**config.mk**
```make
export PLATFORM = sky130hd
export DESIGN_NAME = lseacc_ctrl
export DESIGN_NICKNAME = d
export VERILOG_FILES = /design/src/hw/rtl/lseacc_pkg.sv /design/src/hw/rtl/lseacc_ctrl.sv
export SDC_FILE = /design/constraint.sdc
export NUM_CORES = 1
export LEC_CHECK = 0
export BUFFER_PORTS_ARGS = -buffer_cell sky130_fd_sc_hd__buf_2
export CAP_MARGIN = 10
export CORE_MARGIN = 2
export CORE_UTILIZATION = 47
export DETAILED_ROUTE_END_ITERATION = 8
export PLACE_DENSITY = 0.84
export SLEW_MARGIN = 20
export SYNTH_ARGS = -nofsm -noshare
export SYNTH_HDL_FRONTEND = slang
export SYNTH_SLANG_ARGS = --single-unit
```
**constraint.sdc**
```tcl
create_clock -name clock -period 4.5 [get_ports clock]
set_input_delay 0.9 -clock clock [delete_from_list [all_inputs] [get_ports clock]]
set_output_delay 0.9 -clock clock [all_outputs]
set_load 0.01 [all_outputs]
```
**src/hw/rtl/lseacc_pkg.sv**
```systemverilog
`timescale 1ns / 1ps

package lseacc_pkg;

   localparam int FRAC_BITS = 16;
   localparam int SUM_WIDTH = 32;
   localparam int VAL_W     = FRAC_BITS + 10;
   localparam int SUM_FRAC  = SUM_WIDTH - 16;
   localparam int Q2S_SH    = 32 - SUM_FRAC;
   localparam int NORM_W    = (SUM_WIDTH > 32) ? SUM_WIDTH : 32;
   localparam int P_W       = $clog2(SUM_WIDTH);
   localparam int D_W       = FRAC_BITS + 5;
   localparam int MAG_W     = VAL_W + 24;
   localparam int T_W       = 22;
   localparam int LG_W      = 28;
   localparam int LN_W      = LG_W + 30;
   localparam int R_W       = FRAC_BITS + 4;

   localparam logic [VAL_W-1:0] VAL_MAX_U = {1'b0, {(VAL_W-1){1'b1}}};
   localparam logic [VAL_W-1:0] VAL_MIN_U = {1'b1, {(VAL_W-1){1'b0}}};
   localparam logic [SUM_WIDTH-1:0] SUM_ONE = SUM_WIDTH'(1) << SUM_FRAC;
   localparam logic [SUM_WIDTH-1:0] SUM_MAX = {SUM_WIDTH{1'b1}};
   localparam logic [D_W:0] EXP_CAP = (D_W + 1)'(23) << FRAC_BITS;
   localparam logic signed [9:0] SH_BIAS = 10'(FRAC_BITS - 150);
   localparam logic [30:0] LOG2E_Q30 = 31'd1549082005;
   localparam logic [29:0] LN2_Q30 = 30'd744261118;
   localparam int EXP_STEPS = 16;
   localparam int LOG_STEPS = 24;

   typedef enum logic [1:0] {
      STATUS_OK        = 2'd0,
      STATUS_BAD       = 2'd1,
      STATUS_NO_FINITE = 2'd2
   } status_type;

   typedef enum logic [1:0] {
      KIND_FINITE,
      KIND_BAD,
      KIND_NEG_INF
   } kind_type;

   typedef enum logic [3:0] {
      ST_IDLE,
      ST_CONV,
      ST_CLASS,
      ST_EXP_MUL,
      ST_EXP_SQ,
      ST_EXP_SHIFT,
      ST_ACC_ADD,
      ST_ACC_MUL,
      ST_ACC_MADD,
      ST_CHECK,
      ST_NORM_LOAD,
      ST_NORM,
      ST_LOG_SQ,
      ST_LOG_MUL,
      ST_LOG_ADD,
      ST_EMIT
   } state_type;

   typedef struct packed {
      logic       load;
      logic       convert;
      logic       classify;
      logic       exp_mul;
      logic       exp_sq;
      logic       exp_shift;
      logic       acc_add;
      logic       acc_mul;
      logic       acc_madd;
      logic       norm_load;
      logic       norm_step;
      logic       log_sq;
      logic       log_mul;
      logic       log_add;
      logic       emit;
      logic [4:0] step;
   } cmd_type;

   typedef struct packed {
      kind_type kind;
      logic     any_finite;
      logic     bad_seen;
      logic     x_gt;
      logic     is_last;
      logic     norm_done;
      logic     out_free;
   } stat_type;

   typedef logic [31:0] pow_tab_type [17];

   function automatic logic [63:0] isqrt64(input logic [63:0] n);
      logic [63:0] num;
      logic [63:0] res;
      logic [63:0] bitv;
      num  = n;
      res  = '0;
      bitv = 64'd1 << 62;
      while (bitv > num) bitv = bitv >> 2;
      while (bitv != 64'd0) begin
         if (num >= res + bitv) begin
            num = num - (res + bitv);
            res = (res >> 1) + bitv;
         end else begin
            res = res >> 1;
         end
         bitv = bitv >> 2;
      end
      return res;
   endfunction

   // Entry i holds 2^(-2^-i) in Q32, built by repeated square roots from one half.
   function automatic pow_tab_type build_pow_tab();
      pow_tab_type tab;
      tab[0] = 32'h8000_0000;
      for (int i = 1; i < 17; i++) begin
         tab[i] = 32'(isqrt64({tab[i-1], 32'd0}));
      end
      return tab;
   endfunction

   localparam pow_tab_type POW_TAB = build_pow_tab();

endpackage

```
**src/hw/rtl/lseacc_ctrl.sv**
```systemverilog
`timescale 1ns / 1ps

module lseacc_ctrl (
   input  logic                 clock,
   input  logic                 reset,
   input  logic                 req_valid,
   output logic                 req_ready,
   input  lseacc_pkg::stat_type stat,
   output lseacc_pkg::cmd_type  cmd
);

   lseacc_pkg::state_type state_ff, state_in;
   logic [4:0] cnt_ff, cnt_in;

   always_ff @(posedge clock) begin
      if (reset) begin
         state_ff <= lseacc_pkg::ST_IDLE;
         cnt_ff   <= '0;
      end else begin
         state_ff <= state_in;
         cnt_ff   <= cnt_in;
      end
   end

   always_comb begin
      state_in = state_ff;
      unique case (state_ff)
         lseacc_pkg::ST_IDLE: begin
            if (req_valid) state_in = lseacc_pkg::ST_CONV;
         end
         lseacc_pkg::ST_CONV: state_in = lseacc_pkg::ST_CLASS;
         lseacc_pkg::ST_CLASS: begin
            if (stat.kind == lseacc_pkg::KIND_FINITE && stat.any_finite) begin
               state_in = lseacc_pkg::ST_EXP_MUL;
            end else begin
               state_in = lseacc_pkg::ST_CHECK;
            end
         end
         lseacc_pkg::ST_EXP_MUL: state_in = lseacc_pkg::ST_EXP_SQ;
         lseacc_pkg::ST_EXP_SQ: begin
            if (cnt_ff == 5'(lseacc_pkg::EXP_STEPS - 1)) state_in = lseacc_pkg::ST_EXP_SHIFT;
         end
         lseacc_pkg::ST_EXP_SHIFT: begin
            state_in = stat.x_gt ? lseacc_pkg::ST_ACC_MUL : lseacc_pkg::ST_ACC_ADD;
         end
         lseacc_pkg::ST_ACC_ADD: state_in = lseacc_pkg::ST_CHECK;
         lseacc_pkg::ST_ACC_MUL: state_in = lseacc_pkg::ST_ACC_MADD;
         lseacc_pkg::ST_ACC_MADD: state_in = lseacc_pkg::ST_CHECK;
         lseacc_pkg::ST_CHECK: begin
            if (!stat.is_last) begin
               state_in = lseacc_pkg::ST_IDLE;
            end else if (stat.bad_seen || !stat.any_finite) begin
               state_in = lseacc_pkg::ST_EMIT;
            end else begin
               state_in = lseacc_pkg::ST_NORM_LOAD;
            end
         end
         lseacc_pkg::ST_NORM_LOAD: state_in = lseacc_pkg::ST_NORM;
         lseacc_pkg::ST_NORM: begin
            if (stat.norm_done) state_in = lseacc_pkg::ST_LOG_SQ;
         end
         lseacc_pkg::ST_LOG_SQ: begin
            if (cnt_ff == 5'(lseacc_pkg::LOG_STEPS - 1)) state_in = lseacc_pkg::ST_LOG_MUL;
         end
         lseacc_pkg::ST_LOG_MUL: state_in = lseacc_pkg::ST_LOG_ADD;
         lseacc_pkg::ST_LOG_ADD: state_in = lseacc_pkg::ST_EMIT;
         lseacc_pkg::ST_EMIT: begin
            if (stat.out_free) state_in = lseacc_pkg::ST_IDLE;
         end
         default: state_in = lseacc_pkg::ST_IDLE;
      endcase
   end

   always_comb begin
      cnt_in = '0;
      if ((state_ff == lseacc_pkg::ST_EXP_SQ && state_in == lseacc_pkg::ST_EXP_SQ) ||
          (state_ff == lseacc_pkg::ST_LOG_SQ && state_in == lseacc_pkg::ST_LOG_SQ)) begin
         cnt_in = cnt_ff + 5'd1;
      end
   end

   always_comb begin
      cmd       = '0;
      cmd.step  = cnt_ff;
      req_ready = 1'b0;
      unique case (state_ff)
         lseacc_pkg::ST_IDLE: begin
            req_ready = 1'b1;
            cmd.load  = req_valid;
         end
         lseacc_pkg::ST_CONV:      cmd.convert   = 1'b1;
         lseacc_pkg::ST_CLASS:     cmd.classify  = 1'b1;
         lseacc_pkg::ST_EXP_MUL:   cmd.exp_mul   = 1'b1;
         lseacc_pkg::ST_EXP_SQ:    cmd.exp_sq    = 1'b1;
         lseacc_pkg::ST_EXP_SHIFT: cmd.exp_shift = 1'b1;
         lseacc_pkg::ST_ACC_ADD:   cmd.acc_add   = 1'b1;
         lseacc_pkg::ST_ACC_MUL:   cmd.acc_mul   = 1'b1;
         lseacc_pkg::ST_ACC_MADD:  cmd.acc_madd  = 1'b1;
         lseacc_pkg::ST_CHECK:     cmd.step      = cnt_ff;
         lseacc_pkg::ST_NORM_LOAD: cmd.norm_load = 1'b1;
         lseacc_pkg::ST_NORM:      cmd.norm_step = 1'b1;
         lseacc_pkg::ST_LOG_SQ:    cmd.log_sq    = 1'b1;
         lseacc_pkg::ST_LOG_MUL:   cmd.log_mul   = 1'b1;
         lseacc_pkg::ST_LOG_ADD:   cmd.log_add   = 1'b1;
         lseacc_pkg::ST_EMIT:      cmd.emit      = stat.out_free;
         default:                  cmd.step      = cnt_ff;
      endcase
   end

endmodule

```
==> flow_metrics.py <==
metrics = {
    "status": {
        "status": "completed",
    },
    "place": {
        "gp_congestion": 0.8432,
        "hpwl_um": 1263,
        "dp.cells": 127,
        "portBuffers": 31,
    },
    "die": {
        "dieArea_um2": 1686,
        "die_h_um": 41.06,
        "start_util_pct": 50.24,
        "die_w_um": 41.06,
        "core_area_um2": 1285,
        "num_rows": 13,
        "io_pins": 32,
    },
    "logic_synthesis": {
        "syn_area_per_cell_um2": 7.686,
        "ys_seq_area_share_pct": 27.91,
        "synthXorXnorAreaFrac_pct": 2.713,
        "ys_ff_latch": 9,
        "synth_fp_nets": 97,
        "synthMuxAreaShare_pct": 5.233,
        "synth_compound_area_share_pct": 20.54,
        "yosysTopAreaCellShare_pct": 27.91,
        "ys.warnings.count": 0,
        "synth_cells": 84,
        "synth-adder-area-share_pct": 3.876,
        "synth_area_leaders": "dfxtp_1 28%, nor2_1 13%, nand2_1 4.1%",
        "synth_area_um2": 645.6,
        "yosysTopAreaCell": "dfxtp_1",
        "synth_simple_gate_area_share_pct": 32.56,
        "synth_top_family_by_area": "simple AND/OR/NAND/NOR gates",
        "yosysUniqueCellTypes": 36,
    },
    "cts": {
        "postCtsSetupRepairBufs": 0,
        "cts_max_path_buffers": 2,
        "root_buffer": "clkbuf_4",
        "cts_tree": "done",
        "cts_made_buffers": 3,
        "clock_sinks": 9,
        "clock_latency_ns": 0.25,
        "cts_hold_buf": 0,
        "clk_pin_slew_ns": 0.06,
        "ctsResizeCount": 0,
        "cts_htree_levels": 1,
    },
    "global_routing": {
        "track_usage_pct": 20.13,
        "overflow": 0,
        "grt_pass1_wl_um": 2214,
        "grt_pass1_vias": 491,
        "antenna_found_initial": 0,
        "grt_max_degree": 15,
    },
    "critical_path": {
        "cp_max_fo": 14,
        "worstSetupStartpointType": "flip-flop",
        "critPathSlowestCell": "dfxtp_1",
        "crit_type": "reg -> out",
        "r2r_start": "cnt_ff[0]$_SDFF_PP0_",
        "critPathLaunch": "state_ff[3]$_SDFF_PP0_",
        "rrSetupSlack_ns": 2.64,
        "worst_setup_path_end_kind": "output port",
        "crit_buf_inv": 1,
        "arrival_ns": 1.63,
        "slowest_delay_ns": 0.45,
        "worstPathRequired_ns": 3.60,
        "crit_family": "simple AND/OR/NAND/NOR gates",
        "path_cells": "or2_2 > nor2_1 > and2_1 > buf_2",
    },
    "sta": {
        "setup_viol": 0,
        "skew_ns": 0.001847,
        "tns_ns": 0,
        "final.min_clock_period_ns": 2.533,
        "relSlewSlack_pct": 69.10,
        "finalCritPeriodShare_pct": 56.29,
        "max_freq_ghz": 0.3948,
        "drv_slew": 0,
        "hold_viol_final": 0,
        "worst_pin_slew_ns": 0.4628,
        "rsz0062_at_grt": "false",
    },
    "hold_path": {
        "worstHoldStart": "cnt_ff[0]$_SDFF_PP0_",
        "hold_class": "reg -> reg",
    },
    "power_and_ir_drop": {
        "clkPwrFrac_pct": 35.7,
        "pwr-share-seq_pct": 49.3,
        "pwr-share-comb_pct": 15.0,
        "p_leak_uw": 0.0003701,
        "worst_ir_drop_vdd_uv": 198.8,
        "p_per_area_nw_per_um2": 206.1,
        "power.switching_uw": 42.83,
        "intPower_uw": 126.6,
        "p_sw_share_pct": 25.28,
    },
    "detailed_routing": {
        "ant_nets": 0,
        "vias": 697,
        "vias_per_cell": 5.321,
        "drt_iter0_drc": 22,
        "drc": 0,
        "wl_um": 1584,
        "route.detailed.wl_per_inst_um": 12.09,
        "first_pass_iters": 4,
    },
    "cells_and_area": {
        "layout_common_cells": "31 x buf_2, 22 x nor2_1, 9 x dfxtp_1, 7 x nand2_1, 6 x inv_1",
        "area_growth_pct": 27.33,
        "layout-drive-gt1-share_pct": 37.93,
        "final_cells": 131,
        "antenna_cells": 0,
        "nNetsFinal": 130,
        "layout_commonest_cell": "buf_2",
    },
    "run": {
        "drv_cap": 0,
    },
}
power by group through the flow:
stage	combinational (uW)	sequential (uW)	clock [uW]
2_1_floorplan	15.2	83.9	0
3_3_place_gp	25.0	85.1	0
3_5_place_dp	25.2	85.2	0
4_1_cts	25.3	83.4	63.2
5_1_grt	28.0	83.8	65.9
6_report	25.5	83.5	60.4
per-layer routing:
metal	global-route usage, %	vias to the layer above	part of all wire, %
met5	0	-	0
met3	8.696	0	6.6
li1	-	355	-
met1	26.89	322	45
met4	3.333	0	0
met2	30.08	20	48
through the flow:
stage | utilization [%] | power, uW | area (um2) | hold slack [ns] | setup WS (ns)
after floorplan | - | 99.07 | 645.6 | 0.4691 | 2.372
after global placement | 61.93 | 110.0 | 795.8 | 0.4457 | 2.303
after detailed placement | 61.93 | 110.4 | 795.8 | 0.4589 | 2.264
after CTS | 63.97 | 171.9 | 822.0 | 0.4723 | 1.979
after global routing | 63.97 | 177.7 | 822.0 | 0.4876 | 1.872
final | 63.97 | 169.4 | 822.0 | 0.4669 | 1.967
cells in the mapped netlist, drive strengths merged:
master and instances:
nor2b 1, nand2 7, o2111ai 1, xor2 1, or2b 1, and2 1, nor4 1, mux2i 1
or3 1, xnor2 1, o21ai 1, o22ai 2, mux2 1, dfxtp 9, nor3 1, a21boi 1
a31oi 1, o32a 1, nand2b 3, ha 2, o21a 1, o21ba 1, a21oi 3, clkbuf 1
a2111oi 1, a211oi 3, and3 1, buf 2, inv 6, or2 1, nand4b 1, nand3 2
nor2 22, a2111o 1
layout make-up:
class                   instances  area, um2
inverters                       6      22.52
fillers                       118      462.9
repair buffers                 31      155.1
clock buffers                   4      26.28
well taps                      15      18.77
multi-input cells              66      419.2
flip-flops and latches          9      180.2
registers in the layout, indices dropped and copies added (netlist names):
signal / count
state_ff: 4
cnt_ff: 5
cells by family (layout without fill, tap and decap cells):
family          after synthesis  after routing
simple gates                 43             43
compound gates               17             17
flops                         9              9
buf+inv                       9             41
fa+ha+maj                     2              2
xor+xnor                      2              2
mux                           2              2
path summary, 6_finish.rpt:
check                           depth (start not counted)                   end
worst max-delay path                                    4               cmd[19]
worst min-delay path                                    1  cnt_ff[0]$_SDFF_PP0_
worst max register to register                          7  cnt_ff[3]$_SDFF_PP0_
worst min register to register                          1  cnt_ff[0]$_SDFF_PP0_
Note: power is estimated with default switching activity, not from simulation.
